<file path="src/hdl/bufp_pkg.sv">
// shared types and constants for the buffered serial port ring pair
`timescale 1ns / 1ps
package bufp_pkg;

  // field widths of one item on either side
  localparam int KIND_W     = 2;
  localparam int DATA_W     = 9;
  localparam int BYTE_W     = 8;
  localparam int STATUS_W   = 3;
  localparam int LEVEL_W    = 9;
  localparam int IN_TDATA_W = 16;
  localparam int IN_TUSER_W = 2;
  localparam int OUT_TDATA_W = 32;
  localparam int OUT_TUSER_W = 4;
  localparam int OUT_PAD_W  = OUT_TDATA_W - BYTE_W - 1 - 2 * LEVEL_W;

  // depth of the queue between front and back
  localparam int QUEUE_DEPTH = 2;
  localparam int QUEUE_IDX_W = $clog2(QUEUE_DEPTH);
  localparam int QUEUE_CNT_W = $clog2(QUEUE_DEPTH + 1);

  // event kinds
  typedef enum logic [KIND_W-1:0] {
    OP_LINE_RX  = 2'd0,
    OP_TX_READY = 2'd1,
    OP_SW_SEND  = 2'd2,
    OP_SW_READ  = 2'd3
  } op_e;

  // result status codes
  typedef enum logic [STATUS_W-1:0] {
    ST_OK       = 3'd0,
    ST_RX_FULL  = 3'd1,
    ST_TX_FULL  = 3'd2,
    ST_RD_EMPTY = 3'd3,
    ST_TX_IDLE  = 3'd4
  } status_e;

  // classified command handed from front to back
  typedef struct packed {
    op_e               op;
    logic [BYTE_W-1:0] data;
  } cmd_t;

endpackage

</file>
<file path="src/hdl/bufp_front.sv">
// front stage: accepts input items, classifies them and holds them for the queue
`timescale 1ns / 1ps
module bufp_front (
  input  logic                          clk_i,
  input  logic                          rst_ni,
  input  logic                          in_valid_i,
  output logic                          in_ready_o,
  input  logic [bufp_pkg::IN_TUSER_W-1:0] in_kind_i,
  input  logic [bufp_pkg::DATA_W-1:0]   in_data_i,
  output logic                          cmd_valid_o,
  input  logic                          cmd_ready_i,
  output bufp_pkg::cmd_t                cmd_o
);

  logic           vld_q, vld_d;
  bufp_pkg::cmd_t cmd_q, cmd_d;
  logic           accept;

  // input register frees up as soon as the queue takes its item
  assign in_ready_o  = !vld_q || cmd_ready_i;
  assign accept      = in_valid_i && in_ready_o;
  assign cmd_valid_o = vld_q;
  assign cmd_o       = cmd_q;

  // classify: decode the kind, keep only the stored byte
  always_comb begin
    vld_d = vld_q;
    cmd_d = cmd_q;
    if (accept) begin
      vld_d      = 1'b1;
      cmd_d.op   = bufp_pkg::op_e'(in_kind_i);
      cmd_d.data = in_data_i[bufp_pkg::BYTE_W-1:0];
    end else if (cmd_ready_i) begin
      vld_d = 1'b0;
    end
  end

  // valid flag
  always_ff @(posedge clk_i or negedge rst_ni) begin
    if (!rst_ni) begin
      vld_q <= 1'b0;
    end else begin
      vld_q <= vld_d;
    end
  end

  // payload
  always_ff @(posedge clk_i) begin
    cmd_q <= cmd_d;
  end

endmodule

</file>
<file path="src/hdl/bufp_queue.sv">
// short command queue between the front and back stages
`timescale 1ns / 1ps
module bufp_queue (
  input  logic           clk_i,
  input  logic           rst_ni,
  input  logic           push_valid_i,
  output logic           push_ready_o,
  input  bufp_pkg::cmd_t push_cmd_i,
  output logic           pop_valid_o,
  input  logic           pop_ready_i,
  output bufp_pkg::cmd_t pop_cmd_o
);

  bufp_pkg::cmd_t                     slot_q [bufp_pkg::QUEUE_DEPTH];
  logic [bufp_pkg::QUEUE_IDX_W-1:0]   wr_q, wr_d, rd_q, rd_d;
  logic [bufp_pkg::QUEUE_CNT_W-1:0]   cnt_q, cnt_d;
  logic                               do_push, do_pop;

  assign push_ready_o = cnt_q != bufp_pkg::QUEUE_CNT_W'(bufp_pkg::QUEUE_DEPTH);
  assign pop_valid_o  = cnt_q != '0;
  assign pop_cmd_o    = slot_q[rd_q];
  assign do_push      = push_valid_i && push_ready_o;
  assign do_pop       = pop_valid_o && pop_ready_i;

  // pointer and count update
  always_comb begin
    wr_d  = wr_q;
    rd_d  = rd_q;
    cnt_d = cnt_q;
    if (do_push) begin
      wr_d = (wr_q == bufp_pkg::QUEUE_IDX_W'(bufp_pkg::QUEUE_DEPTH - 1)) ?
             '0 : wr_q + 1'b1;
    end
    if (do_pop) begin
      rd_d = (rd_q == bufp_pkg::QUEUE_IDX_W'(bufp_pkg::QUEUE_DEPTH - 1)) ?
             '0 : rd_q + 1'b1;
    end
    if (do_push && !do_pop) begin
      cnt_d = cnt_q + 1'b1;
    end else if (do_pop && !do_push) begin
      cnt_d = cnt_q - 1'b1;
    end
  end

  // control state
  always_ff @(posedge clk_i or negedge rst_ni) begin
    if (!rst_ni) begin
      wr_q  <= '0;
      rd_q  <= '0;
      cnt_q <= '0;
    end else begin
      wr_q  <= wr_d;
      rd_q  <= rd_d;
      cnt_q <= cnt_d;
    end
  end

  // slot storage
  always_ff @(posedge clk_i) begin
    if (do_push) begin
      slot_q[wr_q] <= push_cmd_i;
    end
  end

endmodule

</file>
<file path="src/hdl/bufp_ring.sv">
// one byte ring: storage, wrap pointers, level and registered read port
`timescale 1ns / 1ps
module bufp_ring #(
  parameter int DEPTH = 256
) (
  input  logic                         clk_i,
  input  logic                         rst_ni,
  input  logic                         push_i,
  input  logic                         pop_i,
  input  logic [bufp_pkg::BYTE_W-1:0]  wdata_i,
  output logic [bufp_pkg::BYTE_W-1:0]  rdata_o,
  output logic                         full_o,
  output logic                         empty_o,
  output logic [bufp_pkg::LEVEL_W-1:0] level_o
);

  localparam int PW = $clog2(2 * DEPTH);
  localparam int IW = $clog2(DEPTH);
  localparam logic [PW-1:0] PTR_LAST = PW'(2 * DEPTH - 1);
  localparam logic [PW-1:0] DEPTH_P  = PW'(DEPTH);
  localparam logic [PW:0]   SPAN     = (PW + 1)'(2 * DEPTH);

  logic [bufp_pkg::BYTE_W-1:0] mem [DEPTH];
  logic [bufp_pkg::BYTE_W-1:0] rdata_q;
  logic [PW-1:0]               wptr_q, wptr_d, rptr_q, rptr_d;
  logic [IW-1:0]               widx, ridx;
  logic [PW:0]                 lvl_wide;
  logic [PW-1:0]               lvl;

  // entry index is the pointer folded into one lap
  assign widx = (wptr_q >= DEPTH_P) ? IW'(wptr_q - DEPTH_P) : IW'(wptr_q);
  assign ridx = (rptr_q >= DEPTH_P) ? IW'(rptr_q - DEPTH_P) : IW'(rptr_q);

  // level over pointers that count two laps
  assign lvl_wide = (wptr_q >= rptr_q) ?
                    ({1'b0, wptr_q} - {1'b0, rptr_q}) :
                    ({1'b0, wptr_q} + SPAN - {1'b0, rptr_q});
  assign lvl      = PW'(lvl_wide);
  assign full_o   = lvl == DEPTH_P;
  assign empty_o  = lvl == '0;
  assign level_o  = bufp_pkg::LEVEL_W'(lvl);
  assign rdata_o  = rdata_q;

  // pointer advance with wrap after two laps
  always_comb begin
    wptr_d = wptr_q;
    rptr_d = rptr_q;
    if (push_i) begin
      wptr_d = (wptr_q == PTR_LAST) ? '0 : wptr_q + 1'b1;
    end
    if (pop_i) begin
      rptr_d = (rptr_q == PTR_LAST) ? '0 : rptr_q + 1'b1;
    end
  end

  // pointers
  always_ff @(posedge clk_i or negedge rst_ni) begin
    if (!rst_ni) begin
      wptr_q <= '0;
      rptr_q <= '0;
    end else begin
      wptr_q <= wptr_d;
      rptr_q <= rptr_d;
    end
  end

  // storage, read data held until the next pop
  always_ff @(posedge clk_i) begin
    if (push_i) begin
      mem[widx] <= wdata_i;
    end
    if (pop_i) begin
      rdata_q <= mem[ridx];
    end
  end

endmodule

</file>
<file path="src/hdl/bufp_back.sv">
// back stage: carries out ring events and registers the result item
`timescale 1ns / 1ps
module bufp_back #(
  parameter int RX_DEPTH = 256,
  parameter int TX_DEPTH = 256
) (
  input  logic                               clk_i,
  input  logic                               rst_ni,
  input  logic                               cmd_valid_i,
  output logic                               cmd_ready_o,
  input  bufp_pkg::cmd_t                     cmd_i,
  output logic                               res_valid_o,
  input  logic                               res_ready_i,
  output logic [bufp_pkg::OUT_TDATA_W-1:0]   res_data_o,
  output logic [bufp_pkg::OUT_TUSER_W-1:0]   res_user_o
);

  typedef enum logic {
    B_EXEC,
    B_DONE
  } state_e;

  typedef enum logic [1:0] {
    SRC_NONE,
    SRC_RX,
    SRC_TX
  } src_e;

  state_e                          state_q, state_d;
  src_e                            src_q, src_d;
  bufp_pkg::status_e               status_q, status_d;
  logic                            line_q, line_d;
  logic                            tx_active_q, tx_active_d;
  logic                            res_valid_q, res_valid_d;
  logic [bufp_pkg::OUT_TDATA_W-1:0] res_data_q, res_data_d;
  logic [bufp_pkg::OUT_TUSER_W-1:0] res_user_q, res_user_d;

  logic                            rx_push, rx_pop, tx_push, tx_pop;
  logic                            rx_full, rx_empty, tx_full, tx_empty;
  logic [bufp_pkg::BYTE_W-1:0]     rx_rdata, tx_rdata, out_byte;
  logic [bufp_pkg::LEVEL_W-1:0]    rx_level, tx_level;
  logic                            take, load;

  // receive ring
  bufp_ring #(
    .DEPTH (RX_DEPTH)
  ) u_rx_ring (
    .clk_i   (clk_i),
    .rst_ni  (rst_ni),
    .push_i  (rx_push),
    .pop_i   (rx_pop),
    .wdata_i (cmd_i.data),
    .rdata_o (rx_rdata),
    .full_o  (rx_full),
    .empty_o (rx_empty),
    .level_o (rx_level)
  );

  // transmit ring
  bufp_ring #(
    .DEPTH (TX_DEPTH)
  ) u_tx_ring (
    .clk_i   (clk_i),
    .rst_ni  (rst_ni),
    .push_i  (tx_push),
    .pop_i   (tx_pop),
    .wdata_i (cmd_i.data),
    .rdata_o (tx_rdata),
    .full_o  (tx_full),
    .empty_o (tx_empty),
    .level_o (tx_level)
  );

  assign cmd_ready_o = state_q == B_EXEC;
  assign take        = cmd_valid_i && cmd_ready_o;
  assign load        = (state_q == B_DONE) && (!res_valid_q || res_ready_i);
  assign res_valid_o = res_valid_q;
  assign res_data_o  = res_data_q;
  assign res_user_o  = res_user_q;

  // event decode against ring occupancy
  always_comb begin
    rx_push     = 1'b0;
    rx_pop      = 1'b0;
    tx_push     = 1'b0;
    tx_pop      = 1'b0;
    status_d    = status_q;
    line_d      = line_q;
    src_d       = src_q;
    tx_active_d = tx_active_q;
    if (take) begin
      status_d = bufp_pkg::ST_OK;
      line_d   = 1'b0;
      src_d    = SRC_NONE;
      unique case (cmd_i.op)
        bufp_pkg::OP_LINE_RX: begin
          if (rx_full) begin
            status_d = bufp_pkg::ST_RX_FULL;
          end else begin
            rx_push = 1'b1;
          end
        end
        bufp_pkg::OP_TX_READY: begin
          if (tx_empty) begin
            status_d    = bufp_pkg::ST_TX_IDLE;
            tx_active_d = 1'b0;
          end else begin
            tx_pop      = 1'b1;
            line_d      = 1'b1;
            src_d       = SRC_TX;
            tx_active_d = 1'b1;
          end
        end
        bufp_pkg::OP_SW_SEND: begin
          if (tx_full) begin
            status_d = bufp_pkg::ST_TX_FULL;
          end else begin
            tx_push     = 1'b1;
            tx_active_d = 1'b1;
          end
        end
        bufp_pkg::OP_SW_READ: begin
          if (rx_empty) begin
            status_d = bufp_pkg::ST_RD_EMPTY;
          end else begin
            rx_pop = 1'b1;
            src_d  = SRC_RX;
          end
        end
        default: begin
          status_d = bufp_pkg::ST_OK;
        end
      endcase
    end
  end

  // returned byte from whichever ring was popped
  always_comb begin
    case (src_q)
      SRC_RX:  out_byte = rx_rdata;
      SRC_TX:  out_byte = tx_rdata;
      default: out_byte = '0;
    endcase
  end

  // result assembly and output register
  always_comb begin
    res_valid_d = res_valid_q;
    res_data_d  = res_data_q;
    res_user_d  = res_user_q;
    if (load) begin
      res_valid_d = 1'b1;
      res_data_d  = {bufp_pkg::OUT_PAD_W'(0), tx_level, rx_level, tx_active_q, out_byte};
      res_user_d  = {line_q, status_q};
    end else if (res_ready_i) begin
      res_valid_d = 1'b0;
    end
  end

  // sequencer: execute, then hand the result to the output register
  always_comb begin
    state_d = state_q;
    unique case (state_q)
      B_EXEC: begin
        if (take) begin
          state_d = B_DONE;
        end
      end
      B_DONE: begin
        if (load) begin
          state_d = B_EXEC;
        end
      end
      default: begin
        state_d = B_EXEC;
      end
    endcase
  end

  // state and registered outputs
  always_ff @(posedge clk_i or negedge rst_ni) begin
    if (!rst_ni) begin
      state_q     <= B_EXEC;
      tx_active_q <= 1'b0;
      res_valid_q <= 1'b0;
      src_q       <= SRC_NONE;
      status_q    <= bufp_pkg::ST_OK;
      line_q      <= 1'b0;
    end else begin
      state_q     <= state_d;
      tx_active_q <= tx_active_d;
      res_valid_q <= res_valid_d;
      src_q       <= src_d;
      status_q    <= status_d;
      line_q      <= line_d;
    end
  end

  // result payload
  always_ff @(posedge clk_i) begin
    res_data_q <= res_data_d;
    res_user_q <= res_user_d;
  end

endmodule

</file>
<file path="src/hdl/buffered_uart_fifo_pair_unit.sv">
// Buffered serial port ring pair: receive and transmit byte rings driven by
// one event per input item, each answered by exactly one result item. An
// input item is registered and classified by the front stage, waits in a
// two-entry queue, and is carried out by the back stage, whose two-state
// sequencer updates the ring and starts the registered storage read in its
// execute state and loads the output register in its done state, taking no
// new item until that load, which waits while the output side holds back an
// earlier result. The result is held in the output register until the output
// side is ready. A full receive ring drops the byte, a full transmit ring
// rejects the send, a read on an empty ring and a transmitter ready on an
// empty ring return a status instead of a byte. Ring levels are reported
// modulo 512. Reset empties both rings; ring storage is not cleared.
`timescale 1ns / 1ps
module buffered_uart_fifo_pair_unit #(
  parameter int RX_DEPTH = 256,
  parameter int TX_DEPTH = 256
) (
  input  logic        clk_i,
  input  logic        rst_ni,
  input  logic        s_axis_tvalid,
  output logic        s_axis_tready,
  // [8:0] data, [15:9] zero
  input  logic [15:0] s_axis_tdata,
  // [1:0] kind
  input  logic [1:0]  s_axis_tuser,
  output logic        m_axis_tvalid,
  input  logic        m_axis_tready,
  // [7:0] out_byte, [8] tx_active, [17:9] rx_level, [26:18] tx_level,
  // [31:27] zero
  output logic [31:0] m_axis_tdata,
  // [2:0] status, [3] line_byte_valid
  output logic [3:0]  m_axis_tuser
);

  logic           f_valid, f_ready, b_valid, b_ready;
  bufp_pkg::cmd_t f_cmd, b_cmd;

  // accept and classify
  bufp_front u_front (
    .clk_i       (clk_i),
    .rst_ni      (rst_ni),
    .in_valid_i  (s_axis_tvalid),
    .in_ready_o  (s_axis_tready),
    .in_kind_i   (s_axis_tuser),
    .in_data_i   (s_axis_tdata[bufp_pkg::DATA_W-1:0]),
    .cmd_valid_o (f_valid),
    .cmd_ready_i (f_ready),
    .cmd_o       (f_cmd)
  );

  // decoupling queue
  bufp_queue u_queue (
    .clk_i        (clk_i),
    .rst_ni       (rst_ni),
    .push_valid_i (f_valid),
    .push_ready_o (f_ready),
    .push_cmd_i   (f_cmd),
    .pop_valid_o  (b_valid),
    .pop_ready_i  (b_ready),
    .pop_cmd_o    (b_cmd)
  );

  // ring execution and result register
  bufp_back #(
    .RX_DEPTH (RX_DEPTH),
    .TX_DEPTH (TX_DEPTH)
  ) u_back (
    .clk_i       (clk_i),
    .rst_ni      (rst_ni),
    .cmd_valid_i (b_valid),
    .cmd_ready_o (b_ready),
    .cmd_i       (b_cmd),
    .res_valid_o (m_axis_tvalid),
    .res_ready_i (m_axis_tready),
    .res_data_o  (m_axis_tdata),
    .res_user_o  (m_axis_tuser)
  );

endmodule
</file>
<file path="config.mk">
export PLATFORM = sky130hd
export DESIGN_NAME = buffered_uart_fifo_pair_unit
export DESIGN_NICKNAME = d
export VERILOG_FILES = /design/src/hdl/bufp_pkg.sv /design/src/hdl/bufp_front.sv /design/src/hdl/bufp_queue.sv /design/src/hdl/bufp_ring.sv /design/src/hdl/bufp_back.sv /design/src/hdl/buffered_uart_fifo_pair_unit.sv
export SDC_FILE = /design/constraint.sdc
export NUM_CORES = 2
export LEC_CHECK = 0
export ABC_CLOCK_PERIOD_IN_PS = 9290
export BUFFER_PORTS_ARGS = -buffer_cell sky130_fd_sc_hd__buf_2
export CORE_MARGIN = 2
export CORE_UTILIZATION = 35
export DETAILED_ROUTE_END_ITERATION = 10
export SETUP_SLACK_MARGIN = 0.5
export SLEW_MARGIN = 25
export SYNTH_ARGS = -nofsm -noshare
export SYNTH_HDL_FRONTEND = slang
export SYNTH_MEMORY_MAX_BITS = 65536
export SYNTH_SLANG_ARGS = --single-unit
</file>
<file path="constraint.sdc">
create_clock -name clk_i -period 9.29 [get_ports clk_i]
set_input_delay 2.787 -clock clk_i [delete_from_list [all_inputs] [get_ports clk_i]]
set_output_delay 2.787 -clock clk_i [all_outputs]
set_load 0.02 [all_outputs]
</file>
==> flow_metrics.tcl <==
set metrics [dict create \
    status "finished, final reports clean" \
    finalHoldViolations 0 \
    io_pins 60 \
    clock_path_buffers 4 \
    synth-edff-count 4173 \
    grt_max_degree 191 \
    maxSlewViolCount 0 \
    drive_above_1_share 0.285 \
    port_buffers 46 \
    min_path_cells 0 \
    powerDensity_nw_per_um2 311 \
    die_w_um 691 \
    ir_drop_uv 265 \
    start_kind "flop" \
    hold_end "u_queue.slot_q[1][4]$_DFFE_PP_" \
    drtPass1Iterations 6 \
    dpl_worst_slack_ns 3.30 \
    die_height_um 691 \
    dieArea_um2 477000 \
    ant_nets 0 \
    cts-resized-gates 0 \
    synth.most_common_cell "edfxtp_1" \
    drc_errors 0 \
    synth_warnings 0 \
    synth.cell_area_um2 165000 \
    synth_seq_cells 4223 \
    worstSetupPathType "reg -> reg" \
    core_um2 470000 \
    synth_area_leaders "edfxtp_1, mux4_2, nor3_1" \
    rows 252 \
    yosys.area.top_type "edfxtp_1" \
    htreeDepth 5 \
    cp_max_fo 65 \
    ys_seq_area_frac 0.767 \
    min_path_type "reg -> reg" \
    fin_ws_ns 3.46 \
    period_share 0.628 \
    place_inst 13900 \
    max_freq_mhz 172 \
    setup_viol 0 \
    slew_headroom 0.182 \
    synth_cell_types 76 \
    layoutNonFillerInstCount 14600 \
    arrival_ns 6.54 \
    fin_nets 8112 \
    synthToLayoutAreaGrowth_pct 14.4 \
    r2r-start "u_back.u_tx_ring.rptr_q[3]$_DFFE_PN0P_" \
    reg2reg_slack_ns 3.46 \
    numCtsBuffers 403 \
    final.min_clock_period_ns 5.83 \
    p_leak_uw 0.0571 \
    cts.sinks 4223 \
    cts_tree "done" \
    viasPerCell 5.70 \
    cts_setup_buffers 0 \
    grt_setup_unrepaired "no" \
    gp_congestion 0.888 \
    antenna_found_initial 24 \
    hold_path_startpoint "u_front.cmd_o[4]$_DFFE_PP_" \
    hold_buffers 0 \
    clkLatencyLatePin_ns 1.05 \
    end_kind "flop" \
    drt_iter0_drc 11200 \
    vias 83300 \
    dp_hpwl_mm 267 \
    tns_ns 0 \
    clkTransAtPathRegs_ns 0.06 \
    start_util 0.351 \
    yosys_most_used_dff "edfxtp_1" \
    netlist_instances 7874 \
    fillers 41200 \
    grt_pass1_vias 83500 \
    cts-root-buf "clkbuf_16" \
    yosys-top-cells-count "edfxtp_1, mux4_2, nor3_1" \
    wl_per_cell_um 30.6 \
    grt_usage 0.182 \
    synth_top_area_share 0.759 \
    crit_required_ns 10.00 \
    drv_cap 0 \
    grt_overflow 0 \
    reg2reg_depth 12 \
    tightest_slew_ns 1.23 \
    totalWireLength_mm 447 \
    r2r_end "u_back.u_tx_ring.mem[19][3]$_DFFE_PP_" \
    synth.avg_cell_area_um2 21.0 \
    grt_pass1_wl_mm 630 \
    synthArstFlopShare 0.0118 \
    final.setup_skew_ns 0.0909 \
]
[final cells by class]
| cell class | instances | area, µm² | area share |
|---|---|---|---|
| tap | 6223 | 7790 | 0.0412 |
| antenna | 6 | 15.0 | 0.0000795 |
| clock buffer | 479 | 10400 | 0.0553 |
| clock inverter | 263 | 2720 | 0.0144 |
| sequential | 4223 | 127000 | 0.671 |
| multi-input combinational | 3089 | 38600 | 0.204 |
| timing repair buffer | 295 | 2500 | 0.0132 |
| inverter | 43 | 168 | 0.000888 |
[logic make-up (layout without fill, tap and decap cells)]
kind of cell	after synthesis	in the layout	synth area share
buffers and inverters	566	1080	0.0154
adder cells (fa/ha/maj)	35	35	0.00274
AND/OR/NAND/NOR	1006	1006	0.0295
XOR/XNOR	14	14	0.000743
multiplexers	1261	1261	0.152
AO/OA/AOI/OAI	768	768	0.0331
other	1	11	0.0000227
flip-flops	4223	4223	0.767
[sequential cells by signal (all words and copies together), names as in the netlist, 2 cells and up]
signal	flops
u_back.res_user_o	4
u_back.u_rx_ring.rptr_q	9
u_back.res_data_o	27
u_back.status_q	3
u_back.u_tx_ring.rdata_o	8
u_back.u_tx_ring.mem	2048
u_back.src_q	2
u_back.u_tx_ring.wptr_q	9
u_back.u_tx_ring.rptr_q	9
u_back.u_rx_ring.mem	2048
u_queue.slot_q	20
u_back.u_rx_ring.wptr_q	9
u_front.cmd_o	10
u_back.u_rx_ring.rdata_o	8
u_queue.cnt_q	2
[cells in the final DEF, fill, tap and decap left out, drive strengths merged, types with 7 or more instances in the layout]
master    count
a311o         8
o22ai        81
mux4        988
nand4         8
and2         14
a221oi       94
nand2b       10
o2bb2ai      12
clkinv      196
nand3        56
inv          51
mux2         25
nor4         12
xnor2         8
nor2b        32
dfrtp        50
nor3        534
ha           33
clkbuf      479
a31oi        19
a21oi       144
nand2       182
and3         22
o221ai       34
o21a         11
o21ai        73
mux2i       248
edfxtp     4173
buf         295
a22oi       151
a22o         53
clkinvlp     14
o211ai        7
nor2        105
a41oi         8
bufinv       45
or3           9
[stage by stage]
| step | util | hold slack (ns) | total power [µW] | instance area, µm² |
|---|---|---|---|---|
| 6_report | 0.401 | 0.457 | 58600 | 189000 |
| 3_3_place_gp | 0.368 | 0.430 | 41800 | 173000 |
| 5_1_grt | 0.401 | 0.470 | 60400 | 189000 |
| 4_1_cts | 0.401 | 0.459 | 58800 | 189000 |
| 2_1_floorplan | - | 0.421 | 35800 | 165000 |
| 3_5_place_dp | 0.373 | 0.440 | 42400 | 175000 |
[where the power goes]
| part | switching [µW] | total (µW) | internal (µW) |
|---|---|---|---|
| combinational | 11700 | 17600 | 5860 |
| clock | 7230 | 16500 | 9300 |
| sequential | 497 | 24500 | 24000 |
[worst max path at each step]
stage / from / to / slack (ns) / cells after the start
final: u_back.u_tx_ring.rptr_q[3]$_DFFE_PN0P_ / u_back.u_tx_ring.mem[19][3]$_DFFE_PP_ / 3.46 / 12
after CTS: u_back.u_tx_ring.rptr_q[3]$_DFFE_PN0P_ / u_back.u_tx_ring.mem[159][5]$_DFFE_PP_ / 3.29 / 10
after global placement: u_back.u_tx_ring.rptr_q[3]$_DFFE_PN0P_ / u_back.u_tx_ring.mem[227][1]$_DFFE_PP_ / 3.49 / 10
after global routing: u_back.u_tx_ring.rptr_q[3]$_DFFE_PN0P_ / u_back.u_tx_ring.mem[19][3]$_DFFE_PP_ / 3.35 / 12
after detailed placement: u_back.u_tx_ring.rptr_q[3]$_DFFE_PN0P_ / u_back.u_tx_ring.mem[202][5]$_DFFE_PP_ / 3.30 / 10
after floorplan: u_queue.rd_q$_DFFE_PN0P_ / u_back.u_rx_ring.mem[0][0]$_DFFE_PP_ / 4.07 / 2
[metal layers]
layer,up-vias,track usage,wire length [µm]
met1,44600,0.250,178000
met2,4185,0.291,212000
met4,4,0.0624,16900
li1,33700,-,-
met3,782,0.0348,40100
met5,-,0,18
[worst max-delay path, cell delays in order (launching register included)]
cell,delay (ns)
dfrtp_4,0.92
inv_2,0.51
ha_1,0.51
o21a_1,0.20
o21ai_1,0.07
a31oi_1,0.21
xor2_1,0.68
inv_2,0.26
a31o_4,0.43
buf_16,0.25
buf_6,0.32
nor3_1,0.78
buf_4,0.28
No activity file was read; power rests on OpenSTA's default activity.
